## src/rtl/cdq_pkg.sv

```systemverilog
package cdq_pkg;

    localparam int DEPTH_DEF = 16;
    localparam int WORD_W    = 32;
    localparam int CAP_W     = 5;
    localparam int CMD_W     = 3;
    localparam int STAT_W    = 2;
    localparam logic [CAP_W-1:0] CAP_RESET = 5'd16;

    typedef logic [WORD_W-1:0] t_word;

    localparam t_word NO_WORD = '1;

    typedef enum logic [CMD_W-1:0] {
        CMD_PUSH_FRONT = 3'd0,
        CMD_PUSH_REAR  = 3'd1,
        CMD_POP_FRONT  = 3'd2,
        CMD_POP_REAR   = 3'd3,
        CMD_PEEK_FRONT = 3'd4,
        CMD_PEEK_REAR  = 3'd5
    } t_cmd;

    typedef enum logic [STAT_W-1:0] {
        ST_OK    = 2'd0,
        ST_FULL  = 2'd1,
        ST_EMPTY = 2'd2
    } t_status;

    // Broadcast to all cells; at most one push/pop bit, plus clear.
    typedef struct packed {
        logic push_front;
        logic push_rear;
        logic pop_front;
        logic pop_rear;
        logic clear;
    } t_cell_ctl;

endpackage

```

## src/rtl/cdq_cell.sv

```systemverilog
module cdq_cell (
    input  logic                i_clk,
    input  logic                i_rst_n,
    input  cdq_pkg::t_cell_ctl  i_ctl,
    input  cdq_pkg::t_word      i_value,
    input  cdq_pkg::t_word      i_left_data,
    input  logic                i_left_valid,
    input  cdq_pkg::t_word      i_right_data,
    input  logic                i_right_valid,
    output cdq_pkg::t_word      o_data,
    output logic                o_valid,
    output cdq_pkg::t_word      o_rear_tap
);
    import cdq_pkg::*;

    t_word r_data;
    t_word n_data;
    logic  r_valid;
    logic  n_valid;

    always_comb begin
        n_data  = r_data;
        n_valid = r_valid;
        if (i_ctl.clear) begin
            n_valid = 1'b0;
        end else if (i_ctl.push_front) begin
            n_data  = i_left_data;
            n_valid = i_left_valid;
        end else if (i_ctl.push_rear) begin
            // The first empty cell after the occupied run takes the word.
            if (!r_valid && i_left_valid) begin
                n_data  = i_value;
                n_valid = 1'b1;
            end
        end else if (i_ctl.pop_front) begin
            n_data  = i_right_data;
            n_valid = i_right_valid;
        end else if (i_ctl.pop_rear) begin
            n_valid = r_valid & i_right_valid;
        end
    end

    always_ff @(posedge i_clk) begin
        if (!i_rst_n) begin
            r_valid <= 1'b0;
        end else begin
            r_valid <= n_valid;
        end
    end

    always_ff @(posedge i_clk) begin
        r_data <= n_data;
    end

    assign o_data     = r_data;
    assign o_valid    = r_valid;
    assign o_rear_tap = (r_valid && !i_right_valid) ? r_data : '0;

endmodule

```

## src/rtl/circular_deque_core.sv

```systemverilog
// Channel     Direction  tdata                tuser
// s_axis      in         value[31:0]          command[2:0]
// m_axis      out        data[31:0]           status[1:0], now_empty[2], now_full[3]
// cfg         in         capacity[4:0] on i_cfg_wen, no handshake
//
// One request per cycle while s_axis is not stalled; its result appears on m_axis the cycle after acceptance.
// The front word sits in cell 0 and the rear word is picked from the last occupied
// cell, so each push or pop is one shift or one cell write across the row of cells.
// Reset empties the deque and sets capacity to 16; a capacity write empties it too.
// s_axis stalls only while a result is held and m_axis is not ready.
module circular_deque_core #(
    parameter int DEPTH = cdq_pkg::DEPTH_DEF
) (
    input  logic                        i_clk,
    input  logic                        i_rst_n,
    input  logic                        i_cfg_wen,
    input  logic [cdq_pkg::CAP_W-1:0]   i_cfg_wdata,
    input  logic                        i_s_axis_tvalid,
    output logic                        o_s_axis_tready,
    input  logic [31:0]                 i_s_axis_tdata,  // value[31:0]
    input  logic [2:0]                  i_s_axis_tuser,  // command[2:0]
    output logic                        o_m_axis_tvalid,
    input  logic                        i_m_axis_tready,
    output logic [31:0]                 o_m_axis_tdata,  // data[31:0]
    output logic [3:0]                  o_m_axis_tuser   // status[1:0], now_empty, now_full
);
    import cdq_pkg::*;

    localparam int OCC_W = $clog2(DEPTH + 1);
    localparam int CMP_W = (OCC_W > CAP_W) ? OCC_W : CAP_W;

    logic [CAP_W-1:0] r_capacity;
    logic [OCC_W-1:0] r_occ;
    logic [OCC_W-1:0] n_occ;

    logic             r_out_valid;
    t_word            r_out_data;
    t_status          r_out_status;
    logic             r_out_empty;
    logic             r_out_full;

    t_word            cell_data  [DEPTH];
    logic             cell_valid [DEPTH];
    t_word            cell_tap   [DEPTH];
    t_cell_ctl        ctl;

    logic             accept;
    t_cmd             cmd;
    logic [CMP_W-1:0] cap_eff;
    logic [CMP_W-1:0] occ_ext;
    logic [CMP_W-1:0] n_occ_ext;
    logic             is_empty;
    logic             is_full;
    t_word            rear_word;
    t_word            res_data;
    t_status          res_status;

    assign o_s_axis_tready = !r_out_valid || i_m_axis_tready;
    assign accept          = i_s_axis_tvalid && o_s_axis_tready;
    assign cmd             = t_cmd'(i_s_axis_tuser);

    // Capacity of zero acts as one, anything above the cell count as the cell count.
    always_comb begin
        cap_eff = (r_capacity == '0) ? CMP_W'(1) : CMP_W'(r_capacity);
        if (cap_eff > CMP_W'(DEPTH)) begin
            cap_eff = CMP_W'(DEPTH);
        end
    end

    assign occ_ext  = CMP_W'(r_occ);
    assign is_empty = (r_occ == '0);
    assign is_full  = (occ_ext >= cap_eff);

    always_comb begin
        rear_word = '0;
        for (int i = 0; i < DEPTH; i++) begin
            rear_word = rear_word | cell_tap[i];
        end
    end

    always_comb begin
        ctl        = '0;
        ctl.clear  = i_cfg_wen;
        n_occ      = r_occ;
        res_data   = NO_WORD;
        res_status = ST_OK;
        case (cmd)
            CMD_PUSH_FRONT, CMD_PUSH_REAR: begin
                if (is_full) begin
                    res_status = ST_FULL;
                end else begin
                    ctl.push_front = accept && (cmd == CMD_PUSH_FRONT);
                    ctl.push_rear  = accept && (cmd == CMD_PUSH_REAR);
                    n_occ          = r_occ + OCC_W'(1);
                end
            end
            CMD_POP_FRONT, CMD_POP_REAR, CMD_PEEK_FRONT, CMD_PEEK_REAR: begin
                if (is_empty) begin
                    res_status = ST_EMPTY;
                end else begin
                    if (cmd == CMD_POP_FRONT || cmd == CMD_PEEK_FRONT) begin
                        res_data = cell_data[0];
                    end else begin
                        res_data = rear_word;
                    end
                    if (cmd == CMD_POP_FRONT || cmd == CMD_POP_REAR) begin
                        ctl.pop_front = accept && (cmd == CMD_POP_FRONT);
                        ctl.pop_rear  = accept && (cmd == CMD_POP_REAR);
                        n_occ         = r_occ - OCC_W'(1);
                    end
                end
            end
            default: begin
            end
        endcase
    end

    assign n_occ_ext = CMP_W'(n_occ);

    for (genvar g = 0; g < DEPTH; g++) begin : g_cell
        t_word left_data;
        logic  left_valid;
        t_word right_data;
        logic  right_valid;

        if (g == 0) begin : g_first
            assign left_data  = i_s_axis_tdata;
            assign left_valid = 1'b1;
        end else begin : g_mid_l
            assign left_data  = cell_data[g-1];
            assign left_valid = cell_valid[g-1];
        end

        if (g == DEPTH - 1) begin : g_last
            assign right_data  = '0;
            assign right_valid = 1'b0;
        end else begin : g_mid_r
            assign right_data  = cell_data[g+1];
            assign right_valid = cell_valid[g+1];
        end

        cdq_cell u_cell (
            .i_clk         (i_clk),
            .i_rst_n       (i_rst_n),
            .i_ctl         (ctl),
            .i_value       (i_s_axis_tdata),
            .i_left_data   (left_data),
            .i_left_valid  (left_valid),
            .i_right_data  (right_data),
            .i_right_valid (right_valid),
            .o_data        (cell_data[g]),
            .o_valid       (cell_valid[g]),
            .o_rear_tap    (cell_tap[g])
        );
    end

    always_ff @(posedge i_clk) begin
        if (!i_rst_n) begin
            r_capacity  <= CAP_RESET;
            r_occ       <= '0;
            r_out_valid <= 1'b0;
        end else begin
            if (i_cfg_wen) begin
                r_capacity <= i_cfg_wdata;
                r_occ      <= '0;
            end else if (accept) begin
                r_occ <= n_occ;
            end
            if (accept) begin
                r_out_valid <= 1'b1;
            end else if (i_m_axis_tready) begin
                r_out_valid <= 1'b0;
            end
        end
    end

    always_ff @(posedge i_clk) begin
        if (accept) begin
            r_out_data   <= res_data;
            r_out_status <= res_status;
            r_out_empty  <= (n_occ == '0);
            r_out_full   <= (n_occ_ext >= cap_eff);
        end
    end

    assign o_m_axis_tvalid = r_out_valid;
    assign o_m_axis_tdata  = r_out_data;
    assign o_m_axis_tuser  = {r_out_full, r_out_empty, r_out_status};

endmodule

```

## config.mk

```make
export PLATFORM = sky130hd
export DESIGN_NAME = circular_deque_core
export DESIGN_NICKNAME = d
export VERILOG_FILES = /design/src/rtl/cdq_pkg.sv /design/src/rtl/cdq_cell.sv /design/src/rtl/circular_deque_core.sv
export SDC_FILE = /design/constraint.sdc
export NUM_CORES = 1
export LEC_CHECK = 0
export ABC_AREA = 1
export ABC_CLOCK_PERIOD_IN_PS = 7800
export BUFFER_PORTS_ARGS = -buffer_cell sky130_fd_sc_hd__buf_4
export CELL_PAD_IN_SITES_DETAIL_PLACEMENT = 0
export CELL_PAD_IN_SITES_GLOBAL_PLACEMENT = 1
export CORE_MARGIN = 8
export CORE_UTILIZATION = 35
export DETAILED_ROUTE_END_ITERATION = 16
export PLACE_DENSITY = 0.69
export SETUP_SLACK_MARGIN = 0.1
export SYNTH_ARGS = -nofsm -noshare
export SYNTH_HDL_FRONTEND = slang
export SYNTH_SLANG_ARGS = --single-unit
export TNS_END_PERCENT = 20
```

## constraint.sdc

```tcl
create_clock -name i_clk -period 7.8 [get_ports i_clk]
set_clock_uncertainty 0.05 [all_clocks]
set_input_delay 1.56 -clock i_clk [delete_from_list [all_inputs] [get_ports i_clk]]
set_output_delay 1.56 -clock i_clk [all_outputs]
set_load 0.01 [all_outputs]
```

### After elaboration in Yosys (flattened, before gate mapping)

Cells that the tools add are included.

| operators by class | value |
|---|---|
| muxes and demuxes | 176 |
| $add $sub $neg | 2 |
| equality and inequality tests | 21 |
| bitwise logic cells | 33 |
| order comparisons | 3 |
| reductions and logical operators | 81 |

Operator list:

| cell | count |
|---|---|
| 32-bit two-way mux | 81 |
| 32-bit OR | 15 |
| 1-bit two-way mux | 82 |
| 3-bit AND reduction | 16 |
| 3-bit by 1-bit != test with 1-bit output (second input constant) | 15 |
| 2-bit AND reduction | 15 |
| 5-bit two-way mux | 5 |
| 1-bit logical AND | 20 |
| 1-bit zero test | 16 |
| 1-bit bitwise AND | 15 |
| 5-bit zero test | 3 |
| 2-bit two-way mux | 6 |
| 5-bit greater-or-equal comparator | 2 |
| 5-bit one-hot mux with 2 select lines | 1 |
| 3-bit by 2-bit == test with 1-bit output (second input constant) | 2 |
| 3-bit == test (second input constant) | 2 |
| 2-bit OR reduction | 3 |
| 5-bit by 1-bit adder with 5-bit output (second input constant) | 1 |
| 5-bit > comparator (second input constant) | 1 |
| 5-bit by 1-bit subtractor with 5-bit output (second input constant) | 1 |
| 2-bit one-hot mux with 2 select lines | 1 |
| 4-bit nonzero test | 1 |
| 4-bit OR reduction | 1 |
| 3-bit by 1-bit == test with 1-bit output (second input constant) | 1 |
| other kinds (6) | 10 |

| word-level totals | value |
|---|---|
| input bits | 45 |
| logic and storage cells | 355 |
| output and inout bits | 38 |
| register bits | 575 |

### Logic depth before layout (Yosys ltp)

Gate-level depths: netlist (run 1).

| logic depth | value |
|---|---|
| depth after elaboration | 19 |
| depth in mapped cells | 23 |
| gate-level depth less buffers | 23 |

### By module

Synthesis (run 1) repeated with hierarchy kept, for this count alone.

| second synthesis, totals | value |
|---|---|
| cells, all modules | 4653 |
| area, all modules | 34398.0 um2 |

Modules (own cells, without submodules):

| module | area an instance (um2) | cells an instance | seq. area each (um2) | times used |
|---|---|---|---|---|
| cdq_cell | 1916.8 | 262 | 980.9 | 16 |
| circular_deque_core | 3728.6 | 461 | 1301.2 | 1 |

### Least setup slack after synthesis (run 1)

OpenSTA, ideal clock, no wires.

| timing path | value |
|---|---|
| kind | input-to-reg |
| start point | input i_s_axis_tuser[1] |
| end point | register g_cell[0].u_cell.r_data[0] (enable) |
| required time | 7.318 ns |
| buffers on the path | 1 |
| arrival time | 4.242 ns |
| cell stages on the path | 11 |
| setup time | 0.432 ns |
| slack | 3.076 ns |
| path through | inv_1 > ha_1 > inv_2 > nor2_1 > nand2_1 > nor2_4 > o21ai_2 > buf_4 > nand2_1 > nand2_2 > a21oi_1 |

| between the ends | value |
|---|---|
| word-level cells in the longest chain between the ends | 7 |
| elaborated cells on any way between the ends | 20 |
| classes of those cells | eq/ne: 6; mux: 5; reduce/logical: 9 |

Ends and longest elaborated chain:

| what | line | RTL |
|---|---|---|
| start: declaration | circular_deque_core.sv:21 | `input logic [2:0] i_s_axis_tuser,` |
| 3-bit by 2-bit == test with 1-bit output (on tied branches) | circular_deque_core.sv:87, circular_deque_core.sv:106, circular_deque_core.sv:107 |  |
| 1-bit logical AND or 1-bit logical OR (tied branches) | circular_deque_core.sv:107, circular_deque_core.sv:106 |  |
| 2-bit two-way mux | circular_deque_core.sv:106 | `if (cmd == CMD_POP_FRONT \|\| cmd == CMD_POP_REAR) begin` |
| 2-bit two-way mux | circular_deque_core.sv:98 | `if (is_empty) begin` |
| 2-bit two-way mux | circular_deque_core.sv:87 | `case (cmd)` |
| 3-bit nonzero test (no source line) | -- |  |
| 3-bit AND reduction (no source line) * | -- |  |
| end signal: assignment | cdq_cell.sv:52 | `r_data <= n_data;` |
| end: declaration | cdq_cell.sv:16 | `t_word r_data;` |

Mark *: on every way between the ends. The rest lies on a longest branch, timed or not.
A chain may end at the register's enable or synchronous reset.

### Final worst setup path (run 1)

| timing path | value |
|---|---|
| start point | input i_s_axis_tuser[2] |
| end point | register g_cell[12].u_cell.r_data[24], data pin |

| between the ends | value |
|---|---|
| word-level cells in the longest chain between the ends | 6 |
| elaborated cells on any way between the ends | 9 |
| classes of those cells | eq/ne: 1; mux: 4; reduce/logical: 4 |

Ends and longest elaborated chain:

| what | line | RTL |
|---|---|---|
| 3-bit by 1-bit == test with 1-bit output | circular_deque_core.sv:87, circular_deque_core.sv:93 |  |
| 1-bit logical AND | circular_deque_core.sv:93 | `ctl.push_rear = accept && (cmd == CMD_PUSH_REAR);` |
| 2-bit two-way mux | circular_deque_core.sv:89 | `if (is_full) begin` |
| 2-bit two-way mux * | circular_deque_core.sv:87 |  |
| 32-bit two-way mux | cdq_cell.sv:29 | `end else if (i_ctl.push_rear) begin` |
| 32-bit two-way mux * | cdq_cell.sv:26 | `end else if (i_ctl.push_front) begin` |
| end signal: assignment | cdq_cell.sv:52 |  |
| end: declaration | cdq_cell.sv:16 |  |

Marked as above.

==> results of run 1 <==
-- path summary, 6_finish.rpt --
check,from,end,slack [ns],cells past startpoint
max reg2reg,r_capacity[1],g_cell[2].u_cell.o_data[30],3.07,15
min reg2reg,r_capacity[3],r_capacity[3],0.43,2
min,r_capacity[3],r_capacity[3],0.43,2
max,i_s_axis_tuser[2],g_cell[12].u_cell.o_data[24],2.60,13
-- through the flow --
stage               hold WS, ns  worst slack (ns)
finish                    0.426              2.60
global route              0.441              2.39
CTS                       0.429              2.76
detailed placement        0.421              2.09
global placement          0.421              2.17
floorplan                 0.398              3.08
-- metal layers --
| metal | vias up | GRT usage [%] | share of wire (%) |
|---|---|---|---|
| met5 | - | 0 | 0.011 |
| met4 | 2 | 8.49 | 3.8 |
| met3 | 252 | 4.14 | 9.4 |
| met2 | 1327 | 37.1 | 45 |
| met1 | 12592 | 32.3 | 42 |
| li1 | 11515 | - | - |
-- worst max-delay path: stages --
cell and delay (ns):
buf_4 0.13, inv_2 0.06, ha_1 0.35, inv_2 0.11
nor2_1 0.05, nand2_1 0.11, nor2_4 0.06, o21ai_4 0.20
buf_12 0.62, buf_4 0.97, buf_4 0.86, a21oi_1 0.17
o21ai_1 0.13
-- cells in the final DEF (no fill, tap or decap), types with 3 or more instances in the layout --
cell and n:
buf_4 139, nor2_1 131, a21oi_1 409, edfxtp_1 548
nor2_4 17, nor3_1 17, inv_6 5, o22ai_1 184
nand3_1 126, nand2_1 540, o21ai_1 185, nand2_2 8
clkbuf_16 70, clkinv_2 10, o221ai_1 79, a21oi_4 3
inv_2 8, ha_1 14, o21ai_0 205, inv_1 451
a211oi_1 14, clkbuf_1 20, clkinv_1 14, nand4_1 48
dfxtp_1 26, nor2_2 24
-- power breakdown --
part / total [mW] / leakage [nW] / switching, mW / internal (mW)
clock: 3.06 / 0.995 / 1.34 / 1.72
combinational: 0.424 / 6.49 / 0.304 / 0.120
sequential: 3.43 / 5.10 / 0.0236 / 3.41
-- kinds of logic after synthesis --
| group | after synthesis |
|---|---|
| DFF | 575 |
| buffers and inverters | 688 |
| AOI/OAI and AO/OA | 1086 |
| adders and majority gates | 14 |
| and+or+nand+nor | 915 |
| xor gates and xnor gates | 3 |
-- state kept, by name (all words and copies together), names as in the netlist --
name                   count
g_cell.u_cell.o_data     512
o_m_axis_tvalid            1
o_m_axis_tdata            32
g_cell.u_cell.o_valid     16
occ_ext                    5
r_out_full                 1
r_out_empty                1
r_capacity                 5
r_out_status               2
-- final cells by class --
| class | count | area [um^2] |
|---|---|---|
| clock buffers | 90 | 1830 |
| clock inverters | 28 | 210 |
| fillers | 8455 | 51200 |
| multi-input cells | 2018 | 10200 |
| flip-flops and latches | 575 | 17000 |
| well taps | 1144 | 1430 |
| inverters | 464 | 1740 |
| repair buffers | 141 | 1080 |
==> results.cfg, run 1 <==
[status]
status = complete, no violations

[synthesis]
ys_seq_area_share_pct = 57.0
ys_top_cells_by_area = edfxtp_1 55%, a21oi_1 6.9%, nand2_1 6.9%, inv_1 5.7%, o22ai_1 3.9%
yosys.area.top_type = edfxtp_1
ys_top_cells_by_count = 548 x edfxtp_1, 545 x nand2_1, 451 x inv_1, 411 x a21oi_1, 205 x o21ai_0
synth_top_flop_cell = edfxtp_1
synth_compound_area_share_pct = 20.2
synth_area_mm2 = 0.0298
mappedNetlistNets = 3340
yosysWarnings = 0
synth_top_area_share_pct = 55.2
synth_edf_count = 548
muxShareOfSynthArea_pct = 0
synthAdderAreaFrac_pct = 0.588
synth-simple-area-share_pct = 12.8
yosysMostFrequentCell = edfxtp_1
synth-async-reset-ratio_pct = 0
synth_top_family_by_area = compound AO/OA/AOI/OAI gates
yosys.area_share.xor_xnor_pct = 0.0882
synth_cell_types = 36
avgSynthCellArea_um2 = 9.08
ys_ff_latch = 575
syn_inst = 3281

[place]
portBuffers = 82
dpl_cell_area_mm2 = 0.0315
place_congestion = 0.834
post-dp-hpwl_um = 66800
dp_cells = 4342

[drt]
dr.pass1.iters = 6
vias_per_cell = 5.76
drcViolationCount = 0
wl_um = 115000
ant_nets = 0
drt_iter0_drc = 3129
dr_total_vias = 25688
wl_per_cell_um = 25.8

[floorplan]
start_util_pct = 35.2
die_w_um = 308
core_region_area_mm2 = 0.0847
die_h_um = 308
core.rowCount = 107
io_pins = 83
die_area_mm2 = 0.0947

[sta]
period_minus_slack_ns = 5.20
tns_ns = 0
slew_viol_final = 0
finalHoldViolCount = 0
fmaxAchievable_mhz = 192
finalCritPeriodShare_pct = 66.7
rsz0062_at_grt = false
setup_viol = 0
slew_headroom_pct = 12.7
worst_slew_pin_slew_ns = 1.31

[layout]
syn_to_final_growth_pct = 12.5
layout.cells.non_filler = 4460
final_core_util_pct = 39.6
layout-drive-gt1-share_pct = 8.93
finalNetCount = 3328
final_area_mm2 = 0.0335
diodes = 0

[cts]
cts_resized = 0
clock_sinks = 575
clkTransAtPathRegs_ns = 0.05
cts_tree = yes
cts_buffers = 69
postCtsSetupBuffers = 0
worstSkewPairLatency_ns = 0.61
clock_path_buffers = 3
cts_root_buf = clkbuf_16
cts_hold_buf = 0
h-tree-depth = 3

[global_routing]
antenna_found_initial = 3
grt_pass1_wl_um = 168000
first_global_vias = 25206
grt_use_total_pct = 23.5
grt_max_degree = 188
overflow = 0

[worst_hold_path]
hold_class = reg -> reg

[job]
cap_violations = 0

[worst_setup_path]
cp.arrival_ns = 5.59
cp-end-kind = flip-flop
worstSetupPathType = in -> reg
required_ns = 8.19
worst_setup_path_start_kind = input port
cp_max_fo = 187

[power]
power_mw = 6.92
power_density_mw_per_mm2 = 206
ir_drop_uv = 136
p_leak_nw = 12.6
(Power assumes the default switching activity.)
==> run 2: changes to the inputs <==
- ABC_CLOCK_PERIOD_IN_PS: 7800 -> 5300
- clock period: 7.8 -> 5.3 ns (I/O delays scaled with it)
==> run 2 against run 1 <==
Against the previous run:
- final area up 0.40%
- critical path type is now reg -> reg
- first-iteration DRC count down 10%
- critical path depth up 4
- wire length down 1.6%
==> results.cfg, run 2 (synthesis results as in run 1) <==
[floorplan]
start_util_pct = 35.2
io_pins = 83
core_region_area_mm2 = 0.0847
core.rowCount = 107
die_h_um = 308
die_w_um = 308
die_area_mm2 = 0.0947

[worst_setup_path]
worst_setup_path_start_kind = flip-flop
cp_num_buf_inv = 3
cp_max_fo = 18
crit_family = simple AND/OR/NAND/NOR gates
slowest_delay_ns = 0.58
cpMostUsedCell = nand2_1
worstSetupPathType = reg -> reg
required_ns = 5.51
cp.arrival_ns = 4.50
path_cells = nor2_1 > nand3_1 > nand2_1 > nand2_1 > ha_1 > nand2_1 > nand2_1 > nand2_1 > nand2_1 > nor2_4 > o21ai_4 > nand2_1 > nand2_2 > buf_4 > buf_4 > nor2_4 > buf_4
cp-end-kind = flip-flop
crit_slowest_cell = nor2_4

[power]
p_switching_mw = 2.42
p_leak_nw = 12.7
p_seq_share_pct = 50.0
power_density_mw_per_mm2 = 300
power.internal_mw = 7.68
pwr-share-comb_pct = 6.1
clockPowerShare_pct = 43.9
switching_share_pct = 24.0
ir_drop_uv = 181

[global_routing]
grt_use_total_pct = 23.2
antenna_found_initial = 0
grt_max_degree = 227
use_met1_pct = 31.7
grt_pass1_wl_um = 166000
overflow = 0
use_met3_pct = 3.81
first_global_vias = 24707
grtUsageMet2_pct = 37.1
grt_busiest_layer = met2

[cts]
h-tree-depth = 3
clock_sinks = 575
cts_buffers = 66
clkTransAtPathRegs_ns = 0.06
cts_hold_buf = 0
worstSkewPairLatency_ns = 0.61
cts_resized = 0
postCtsSetupBuffers = 0
clock_path_buffers = 3
cts_tree = yes
cts_root_buf = clkbuf_16

[sta]
worst_slew_pin_slew_ns = 1.35
tns_ns = 0
slew_headroom_pct = 9.74
rsz0062_at_grt = false
finalCritPeriodShare_pct = 80.8
fmaxAchievable_mhz = 234
finalHoldViolCount = 0
period_minus_slack_ns = 4.28
setup_viol = 0
slew_viol_final = 0

[layout]
mostFrequentLayoutCells = 548 x edfxtp_1, 540 x nand2_1, 451 x inv_1
seq_area_mm2 = 0.0170
syn_to_final_growth_pct = 12.9
layout-drive-gt1-share_pct = 9.46
largest_register_ffs = 512
nFillCells = 8476
finalNetCount = 3340
final_area_mm2 = 0.0337
layout.cells.most_common = edfxtp_1
multiInputGateArea_mm2 = 0.0102
diodes = 0

[worst_hold_path]
hold_class = reg -> reg

[drt]
vias_per_cell = 5.72
wl_per_cell_um = 25.3
dr_total_vias = 25572
wl_um = 113000
dr.pass1.iters = 8
drt_iter0_drc = 2808
ant_nets = 0
drcViolationCount = 0

[place]
place_congestion = 0.830
dpl_cell_area_mm2 = 0.0317
post-dp-hpwl_um = 63900
portBuffers = 82

[job]
cap_violations = 0

[status]
status = complete, no violations
[run 2: stage by stage]
| step | worst slack [ns] | total power [mW] | utilization (%) | hold slack [ns] | instances |
|---|---|---|---|---|---|
| CTS | 1.01 | 10.2 | 39.7 | 0.432 | 4474 |
| global placement | 0.998 | 5.77 | 37.4 | 0.421 | 4357 |
| finish | 1.02 | 10.1 | 39.7 | 0.431 | 4474 |
| floorplan | 1.08 | 5.49 | - | 0.398 | 3281 |
| detailed placement | 0.966 | 5.77 | 37.4 | 0.422 | 4357 |
| global route | 0.819 | 10.4 | 39.7 | 0.450 | 4474 |
[run 2: final cells by class]
type                       instances  share of cell area (%)
timing repair buffer             156                    3.74
sequential                       575                    50.5
inverter                         464                    5.18
clock inverter                    32                   0.621
multi-input combinational       2018                    30.4
clock buffer                      85                    5.31
tap                             1144                    4.25
[run 2: path summary, 6_finish.rpt]
path         cells after the start  slack [ns]           from                      endpoint
max                             17        1.02  r_capacity[1]  g_cell[11].u_cell.o_data[18]
min                              2        0.43  r_capacity[3]                 r_capacity[3]
max reg2reg                     17        1.02  r_capacity[1]  g_cell[11].u_cell.o_data[18]
min reg2reg                      2        0.43  r_capacity[3]                 r_capacity[3]
[run 2: layer usage]
layer,vias up,routed length [um]
met5,-,0
met4,0,4050
met3,214,10500
met2,1297,51700
met1,12511,47100
li1,11550,-
[run 2: worst register-to-register path, delay by kind of cell, from the launching register on]
family | cells | cell delay (ns)
AO/OA/AOI/OAI | 1 | 0.13
adder cells (fa/ha/maj) | 1 | 0.31
buffers and inverters | 3 | 0.96
flip-flops | 1 | 0.32
AND/OR/NAND/NOR | 12 | 2.13
[run 2: power by group through the flow]
| stage | combinational, mW | sequential (mW) | clock [mW] |
|---|---|---|---|
| 2_1_floorplan | 0.348 | 5.15 | 0 |
| 3_3_place_gp | 0.622 | 5.14 | 0 |
| 3_5_place_dp | 0.622 | 5.14 | 0 |
| 4_1_cts | 0.624 | 5.05 | 4.48 |
| 5_1_grt | 0.677 | 5.05 | 4.65 |
| 6_report | 0.621 | 5.05 | 4.43 |
